`src/hdl/mhu_pkg.sv`:
```
// Package with types, character codes and limits of the MIME header unfolder.
package mhu_pkg;

  localparam int unsigned MaxHeaderBytesDef = 1024;

  localparam logic [7:0] CharNul   = 8'h00;
  localparam logic [7:0] CharTab   = 8'h09;
  localparam logic [7:0] CharLf    = 8'h0A;
  localparam logic [7:0] CharCr    = 8'h0D;
  localparam logic [7:0] CharSpace = 8'h20;
  localparam logic [7:0] CharQuote = 8'h22;
  localparam logic [7:0] CharComma = 8'h2C;
  localparam logic [7:0] CharColon = 8'h3A;
  localparam logic [7:0] CharSemi  = 8'h3B;
  localparam logic [7:0] CharEqual = 8'h3D;

  localparam logic KindByte   = 1'b0;
  localparam logic KindReport = 1'b1;

  typedef enum logic [5:0] {
    ModeNormal    = 6'b000001,
    ModeAfterLf   = 6'b000010,
    ModeAfterCr   = 6'b000100,
    ModeAfterCrlf = 6'b001000,
    ModeQuote     = 6'b010000,
    ModeStopped   = 6'b100000
  } mode_e;

  typedef struct packed {
    logic [7:0] in_byte;
    logic       in_last;
  } in_t;

  typedef struct packed {
    logic [7:0]         out_byte;
    logic               kind;
    logic signed [11:0] colon_pos;
    logic               overflow;
    logic               run_last;
  } out_t;

  // Up to three results caused by one input item, packed from entry 0.
  typedef struct packed {
    logic [1:0]      num;
    out_t [2:0]      ent;
  } scan_res_t;

endpackage

```
`src/hdl/mhu_scan.sv`:
```
// Header scanner: state registers and the per-byte unfold and compaction logic.
module mhu_scan
  import mhu_pkg::*;
#(
  parameter int unsigned MAX_HEADER_BYTES = MaxHeaderBytesDef
) (
  input  logic      clk_i,
  input  logic      rst_ni,
  input  logic      accept_i,
  input  in_t       item_i,
  output scan_res_t res_o
);

  localparam int unsigned CntW = $clog2(MAX_HEADER_BYTES + 1);
  localparam logic [CntW-1:0] CntMax = CntW'(MAX_HEADER_BYTES);

  mode_e           mode_q, mode_d, mode_s;
  logic            ws_q, ws_d, ws_s;
  logic            sep_q, sep_d, sep_s;
  logic [CntW-1:0] cnt_q, cnt_d, cnt_s;
  logic [CntW-1:0] cpos_q, cpos_d, cpos_s;
  logic            cfound_q, cfound_d, cfound_s;
  logic            ovf_q, ovf_d, ovf_s;

  logic       req_space, req_byte, emit_space, emit_byte;
  logic [7:0] b;
  logic       blank, is_sep;
  logic [CntW-1:0] cnt_mid;
  logic [1:0] byte_idx, rep_idx, num;
  out_t       sp_ent, by_ent, rep_ent;
  out_t [2:0] ent;

  assign b      = item_i.in_byte;
  assign blank  = (b == CharSpace) || (b == CharTab);
  assign is_sep = (b == CharColon) || (b == CharSemi) || (b == CharComma) || (b == CharEqual);

  always_comb begin
    mode_s    = mode_q;
    ws_s      = ws_q;
    sep_s     = sep_q;
    cpos_s    = cpos_q;
    cfound_s  = cfound_q;
    req_space = 1'b0;
    req_byte  = 1'b0;
    case (mode_q)
      ModeNormal: begin
        if (b == CharNul) begin
          mode_s = ModeStopped;
        end else if (is_sep) begin
          ws_s  = 1'b0;
          sep_s = 1'b1;
          req_byte = 1'b1;
          if ((b == CharColon) && !cfound_q) begin
            cfound_s = 1'b1;
            cpos_s   = cnt_q;
          end
        end else if (blank) begin
          ws_s = 1'b1;
        end else if (b == CharLf) begin
          ws_s   = 1'b0;
          mode_s = ModeAfterLf;
        end else if (b == CharCr) begin
          ws_s   = 1'b0;
          mode_s = ModeAfterCr;
        end else if (b == CharQuote) begin
          ws_s     = 1'b0;
          req_byte = 1'b1;
          mode_s   = ModeQuote;
        end else begin
          if (sep_q) begin
            sep_s = 1'b0;
          end else if (ws_q) begin
            req_space = 1'b1;
          end
          ws_s     = 1'b0;
          req_byte = 1'b1;
        end
      end
      ModeAfterLf, ModeAfterCrlf: begin
        if (blank) begin
          ws_s   = 1'b1;
          mode_s = ModeNormal;
        end else begin
          mode_s = ModeStopped;
        end
      end
      ModeAfterCr: begin
        if (b == CharLf) begin
          mode_s = ModeAfterCrlf;
        end else if (blank) begin
          ws_s   = 1'b1;
          mode_s = ModeNormal;
        end else begin
          mode_s = ModeStopped;
        end
      end
      ModeQuote: begin
        if (b == CharNul) begin
          mode_s = ModeStopped;
        end else begin
          req_byte = 1'b1;
          if (b == CharQuote) begin
            mode_s = ModeNormal;
          end
        end
      end
      default: begin
        mode_s = ModeStopped;
      end
    endcase
  end

  // Bytes beyond the size limit are dropped and flagged.
  assign emit_space = req_space && (cnt_q < CntMax);
  assign cnt_mid    = cnt_q + CntW'(emit_space);
  assign emit_byte  = req_byte && (cnt_mid < CntMax);
  assign cnt_s      = cnt_mid + CntW'(emit_byte);
  assign ovf_s      = ovf_q || (req_space && !emit_space) || (req_byte && !emit_byte);

  always_comb begin
    sp_ent          = '0;
    sp_ent.out_byte = CharSpace;
    sp_ent.kind     = KindByte;
    by_ent          = '0;
    by_ent.out_byte = b;
    by_ent.kind     = KindByte;
    rep_ent         = '0;
    rep_ent.kind    = KindReport;
    rep_ent.colon_pos = cfound_s ? 12'(cpos_s) : '1;
    rep_ent.overflow = ovf_s;
  end

  assign byte_idx = {1'b0, emit_space};
  assign rep_idx  = 2'(emit_space) + 2'(emit_byte);
  assign num      = rep_idx + 2'(item_i.in_last);

  always_comb begin
    ent = '0;
    if (emit_space) begin
      ent[0] = sp_ent;
    end
    if (emit_byte) begin
      ent[byte_idx] = by_ent;
    end
    if (item_i.in_last) begin
      ent[rep_idx] = rep_ent;
    end
    if (num != 2'd0) begin
      ent[num - 2'd1].run_last = 1'b1;
    end
  end

  assign res_o.num = num;
  assign res_o.ent = ent;

  // The final byte of a header returns every state entry to its reset value.
  always_comb begin
    if (item_i.in_last) begin
      mode_d   = ModeNormal;
      ws_d     = 1'b0;
      sep_d    = 1'b0;
      cnt_d    = '0;
      cpos_d   = '0;
      cfound_d = 1'b0;
      ovf_d    = 1'b0;
    end else begin
      mode_d   = mode_s;
      ws_d     = ws_s;
      sep_d    = sep_s;
      cnt_d    = cnt_s;
      cpos_d   = cpos_s;
      cfound_d = cfound_s;
      ovf_d    = ovf_s;
    end
  end

  always_ff @(posedge clk_i or negedge rst_ni) begin
    if (!rst_ni) begin
      mode_q   <= ModeNormal;
      ws_q     <= 1'b0;
      sep_q    <= 1'b0;
      cnt_q    <= '0;
      cpos_q   <= '0;
      cfound_q <= 1'b0;
      ovf_q    <= 1'b0;
    end else if (accept_i) begin
      mode_q   <= mode_d;
      ws_q     <= ws_d;
      sep_q    <= sep_d;
      cnt_q    <= cnt_d;
      cpos_q   <= cpos_d;
      cfound_q <= cfound_d;
      ovf_q    <= ovf_d;
    end
  end

endmodule

```
`src/hdl/mime_header_unfold_compact.sv`:
```
// Top level of the MIME header unfolder: scanner plus a four-entry result queue.
// A header arrives one byte per input transfer and leaves as compacted bytes on the
// output channel, followed by an end-of-header report when the input byte is marked
// last. Folded line ends (LF, CR or CRLF followed by a space or tab) are unfolded,
// whitespace around the separators colon, semicolon, comma and equals sign is
// removed, other whitespace runs shrink to one space, and quoted strings pass through
// untouched. An input byte gives zero, one, two or three results; they are written
// together into a four-entry result queue in the cycle of the input transfer and
// appear on the output from the next cycle on. The single output port drains that
// queue at one transfer per cycle while out_ready_i is high, so a byte with at most
// one result can be taken every cycle, while one with two or three results takes as
// many output transfers; the input is ready whenever the queue holds at most one result.
module mime_header_unfold_compact
  import mhu_pkg::*;
#(
  parameter int unsigned MAX_HEADER_BYTES = MaxHeaderBytesDef
) (
  input  logic clk_i,
  input  logic rst_ni,
  input  logic in_valid_i,
  output logic in_ready_o,
  input  in_t  in_data_i,
  output logic out_valid_o,
  input  logic out_ready_i,
  output out_t out_data_o
);

  scan_res_t  res;
  logic       in_acc, out_acc;
  out_t       queue_q [4];
  logic [1:0] rd_ptr_q, wr_ptr_q;
  logic [2:0] cnt_q, cnt_d;

  // Three free entries are needed before a byte is taken, as it may give three results.
  assign in_ready_o  = (cnt_q <= 3'd1);
  assign in_acc      = in_valid_i && in_ready_o;
  assign out_valid_o = (cnt_q != 3'd0);
  assign out_acc     = out_valid_o && out_ready_i;
  assign out_data_o  = queue_q[rd_ptr_q];

  mhu_scan #(
    .MAX_HEADER_BYTES(MAX_HEADER_BYTES)
  ) u_scan (
    .clk_i   (clk_i),
    .rst_ni  (rst_ni),
    .accept_i(in_acc),
    .item_i  (in_data_i),
    .res_o   (res)
  );

  assign cnt_d = cnt_q + (in_acc ? {1'b0, res.num} : 3'd0) - 3'(out_acc);

  // The results of one byte are written to consecutive queue entries.
  always_ff @(posedge clk_i) begin
    for (int i = 0; i < 3; i++) begin
      if (in_acc && (2'(i) < res.num)) begin
        queue_q[wr_ptr_q + 2'(i)] <= res.ent[i];
      end
    end
  end

  always_ff @(posedge clk_i or negedge rst_ni) begin
    if (!rst_ni) begin
      rd_ptr_q <= '0;
      wr_ptr_q <= '0;
      cnt_q    <= '0;
    end else begin
      cnt_q <= cnt_d;
      if (in_acc) begin
        wr_ptr_q <= wr_ptr_q + res.num;
      end
      if (out_acc) begin
        rd_ptr_q <= rd_ptr_q + 2'd1;
      end
    end
  end

endmodule

```
`config.mk`:
```
export PLATFORM = sky130hd
export DESIGN_NAME = mime_header_unfold_compact
export DESIGN_NICKNAME = d
export VERILOG_FILES = /design/src/hdl/mhu_pkg.sv /design/src/hdl/mhu_scan.sv /design/src/hdl/mime_header_unfold_compact.sv
export SDC_FILE = /design/constraint.sdc
export NUM_CORES = 1
export LEC_CHECK = 0
export BUFFER_PORTS_ARGS = -buffer_cell sky130_fd_sc_hd__buf_2
export CORE_UTILIZATION = 35
export CTS_BUF_LIST = sky130_fd_sc_hd__clkbuf_4
export DETAILED_ROUTE_END_ITERATION = 7
export PLACE_DENSITY = 0.6
export SLEW_MARGIN = 20
export SYNTH_ARGS = -nofsm -noshare
export SYNTH_HDL_FRONTEND = slang
export SYNTH_SLANG_ARGS = --single-unit
```
`constraint.sdc`:
```
create_clock -name clk_i -period 8.4 [get_ports clk_i]
set_clock_uncertainty 0.05 [all_clocks]
set_input_delay 2.1 -clock clk_i [delete_from_list [all_inputs] [get_ports clk_i]]
set_output_delay 2.1 -clock clk_i [all_outputs]
set_load 0.02 [all_outputs]
```
==> impl_metrics.toml <==
[synthesis]
synth_cells = 648
synth_edf_count = 92
syn_area_per_cell_sq_um = 11.1
yosys_warnings = 0
ys_types = 71
ys_seq_area_frac = 0.518
async_flop_share = 0.298
netlist_area_sq_um = 7220
ys_seq_elements = 131
synth_nets = 673
synth-main-ff-cell = "edfxtp_1"

[power_and_ir_drop]
total_power_mw = 2.30
internal_power_mw = 1.36
leakage_nw = 2.87
p_sw_frac = 0.409
power_switching_mw = 0.941
clkPwrFrac = 0.165
seq_power_share = 0.412
pwr-share-comb = 0.423
ir_worst_vdd_mv = 0.0851
power.density_nw_per_um2 = 289

[grt]
antenna_found_initial = 1
grt_usage = 0.168
overflow = 0
grt_pass1_vias = 5232
grt_pass1_wl_microns = 27700
grt_start_max_net_pins = 40

[die]
row_count = 52
start_util = 0.357
die_w_microns = 146
die_h_microns = 146
fp.dieArea_sq_um = 21200
pin_count = 38
core_area_sq_um = 20200

[routing]
drc = 0
wl_microns = 17100
drt.antenna.violating_nets = 0
via_count = 5214
viasPerCell = 5.45
drtIter0Drc = 531
avgRoutedWirePerCell_microns = 17.9
drt_pass1_iterations = 5

[job]
maxCapViolations = 0

[sta]
fin_crit_sh = 0.846
fin_hold_ws_ps = 449
clock.fmax_mhz = 141
setup_tns_ps = 0
slew_headroom = 0.373
layout_setup_ws_ps = 1300
final-hold-violation-count = 0
tightest_slew_ps = 941
finalMaxSlewViolations = 0
period_minus_slack_ps = 7100
setup_viol = 0
rsz0062_at_grt = "false"

[worst_setup_path]
cp_max_fo = 18
crit_family = "adder cells"
end_kind = "register"
slowest_delay_ps = 860
required_ps = 8780
r2r_cells = 20
crit_type = "in -> reg"
r2r_start = "u_scan.mode_q[2]"
worstSetupStartpoint = "in_data_i[1]"
worst-path-buf-inv = 4
critPathArrivalTime_ps = 7480
cp-start-kind = "primary input"
critPathMostFrequentCell = "ha_1"
crit_cells = 21
crit_chain = "buf_2 -> xor2_1 -> o21ai_0 -> and2_1 -> nor4_1 -> buf_4 -> ha_1 -> ha_1 -> nand4_1 -> or4_1 -> xor2_1 -> o21a_4 -> fa_1 -> nand2_1 -> ha_1 -> inv_1 -> ha_1 -> inv_1 -> fa_1 -> xor2_1 -> xnor2_1"
slowest_stage = "fa_1"

[clock_network]
cts_tree = "yes"
hold_buffers = 0
cts_root_buf = "clkbuf_4"
clock-sinks = 131
cts_buffers = 17
path_clk_slew_ps = 110
htreeDepth = 4
ctsResizeCount = 0
insertion_delay_ps = 540
clockBufferDepth = 2
cts_setup_buffers = 0

[place]
placed_cell_area_sq_um = 7720
dp_slack_ps = 731
routabilityCongestion = 0.824
hpwl_microns = 11600
portBuffers = 37

[final_layout]
area_growth_pct = 10.2
drive_above_1_share = 0.191
fillCellCount = 1936
fin_area_sq_um = 7960
nets = 697

[min_path]
min_from = "u_scan.sep_q"
whs_path_depth = 1
hp-class = "reg -> reg"

[run_status]
status = "finished, final reports clean"
## state kept, by name (all words and copies together), names as in the netlist, 2 cells and up
name           count
queue_q           92
u_scan.cnt_q      11
u_scan.cpos_q     11
u_scan.mode_q      6
cnt_q              3
rd_ptr_q           2
wr_ptr_q           2
## through the flow
step,utilization,cells
CTS,0.393,955
detailed placement,0.381,923
finish,0.394,956
floorplan,-,648
global placement,0.381,923
global route,0.394,956
## logic make-up (layout without fill, tap and decap cells)
logic type	Yosys count	after routing	synth area share
buffers and inverters	69	106	0.0378
flip-flops	131	131	0.518
AND/OR/NAND/NOR	259	259	0.189
adder cells (fa/ha/maj)	13	13	0.0242
XOR/XNOR	12	12	0.0145
other	0	1	0
multiplexers	27	27	0.0774
AO/OA/AOI/OAI	137	137	0.140
## power groups by stage
stage	clock [mW]	sequential (mW)	combinational [mW]
after floorplan	0	0.890	0.758
after global placement	0	0.954	0.962
after detailed placement	0	0.962	0.981
after CTS	0.397	0.948	0.985
after global routing	0.420	0.962	1.06
final	0.380	0.947	0.972
## layout make-up
cell class / count / area (sq um) / area share
sequential: 131 / 3740 / 0.470
multi-input combinational: 448 / 3260 / 0.409
antenna: 1 / 2.50 / 0.000314
tap: 270 / 338 / 0.0424
timing repair buffer: 51 / 290 / 0.0365
inverter: 23 / 88.8 / 0.0112
clock inverter: 14 / 108 / 0.0135
clock buffer: 18 / 135 / 0.0170
## layer usage
metal | wire length, microns | vias to the layer above | global-route usage
met5 | 0 | - | 0
met4 | 293 | 0 | 0.0600
met3 | 862 | 23 | 0.0313
met2 | 8240 | 138 | 0.271
met1 | 7730 | 2605 | 0.225
li1 | - | 2448 | -
## worst register-to-register path: cells and delay by family, from the launching register on
kind / cells / cell delay [ps]
AOI/OAI and AO/OA: 1 / 200
buffers and inverters: 3 / 300
adders and majority gates: 6 / 2380
DFF: 1 / 460
and+or+nand+nor: 7 / 2060
xor gates and xnor gates: 3 / 540
## layout by cell type, fill, tap and decap left out, types with 4 or more instances in the layout
| cell type | netlist | layout |
|---|---|---|
| a2111oi_4 | 2 | 4 |
| a211oi_1 | 4 | 4 |
| a21oi_1 | 19 | 19 |
| a22oi_1 | 11 | 11 |
| a31oi_1 | 7 | 7 |
| and2_1 | 39 | 39 |
| and3_1 | 6 | 6 |
| buf_2 | 9 | 37 |
| buf_4 | 0 | 14 |
| clkbuf_4 | 0 | 18 |
| clkinvlp_4 | 0 | 5 |
| dfrtp_1 | 38 | 37 |
| edfxtp_1 | 92 | 92 |
| ha_1 | 10 | 10 |
| inv_1 | 22 | 22 |
| mux4_2 | 23 | 23 |
| nand2_1 | 51 | 51 |
| nand2b_1 | 14 | 14 |
| nand3_1 | 17 | 17 |
| nand3b_1 | 4 | 4 |
| nand4_1 | 6 | 6 |
| nand4b_1 | 4 | 4 |
| nor2_1 | 71 | 69 |
| nor3_1 | 10 | 10 |
| nor3b_1 | 5 | 4 |
| o211ai_1 | 5 | 5 |
| o21ai_0 | 33 | 33 |
| o21ai_1 | 6 | 6 |
| o31ai_1 | 19 | 19 |
| or3_1 | 11 | 11 |
| or4_1 | 4 | 4 |
| xnor2_1 | 6 | 6 |
| xor2_1 | 6 | 6 |
## synthesized netlist by cell type (all sizes together) (12+ instances only)
| cell | count | area (sq um) |
|---|---|---|
| nand2 | 52 | 198 |
| nor2 | 71 | 267 |
| mux4 | 23 | 518 |
| edfxtp | 92 | 2760 |
| clkbuf | 34 | 128 |
| a21oi | 19 | 95.1 |
| nand3 | 17 | 85.1 |
| dfrtp | 38 | 951 |
| inv | 23 | 88.8 |
| o21ai | 39 | 195 |
| buf | 12 | 56.3 |
| nand2b | 14 | 87.6 |
| and2 | 39 | 244 |
| o31ai | 19 | 143 |
## final timing paths
check	to	slack, ps
max reg2reg	cnt_q[2]	2300
max	cnt_q[2]	1300
min reg2reg	u_scan.sep_q	450
max in group asynchronous	rd_ptr_q[1]	6000
min in group asynchronous	u_scan.mode_q[2]	1630
min	u_scan.sep_q	450
No activity file was read; power rests on OpenSTA's default activity.
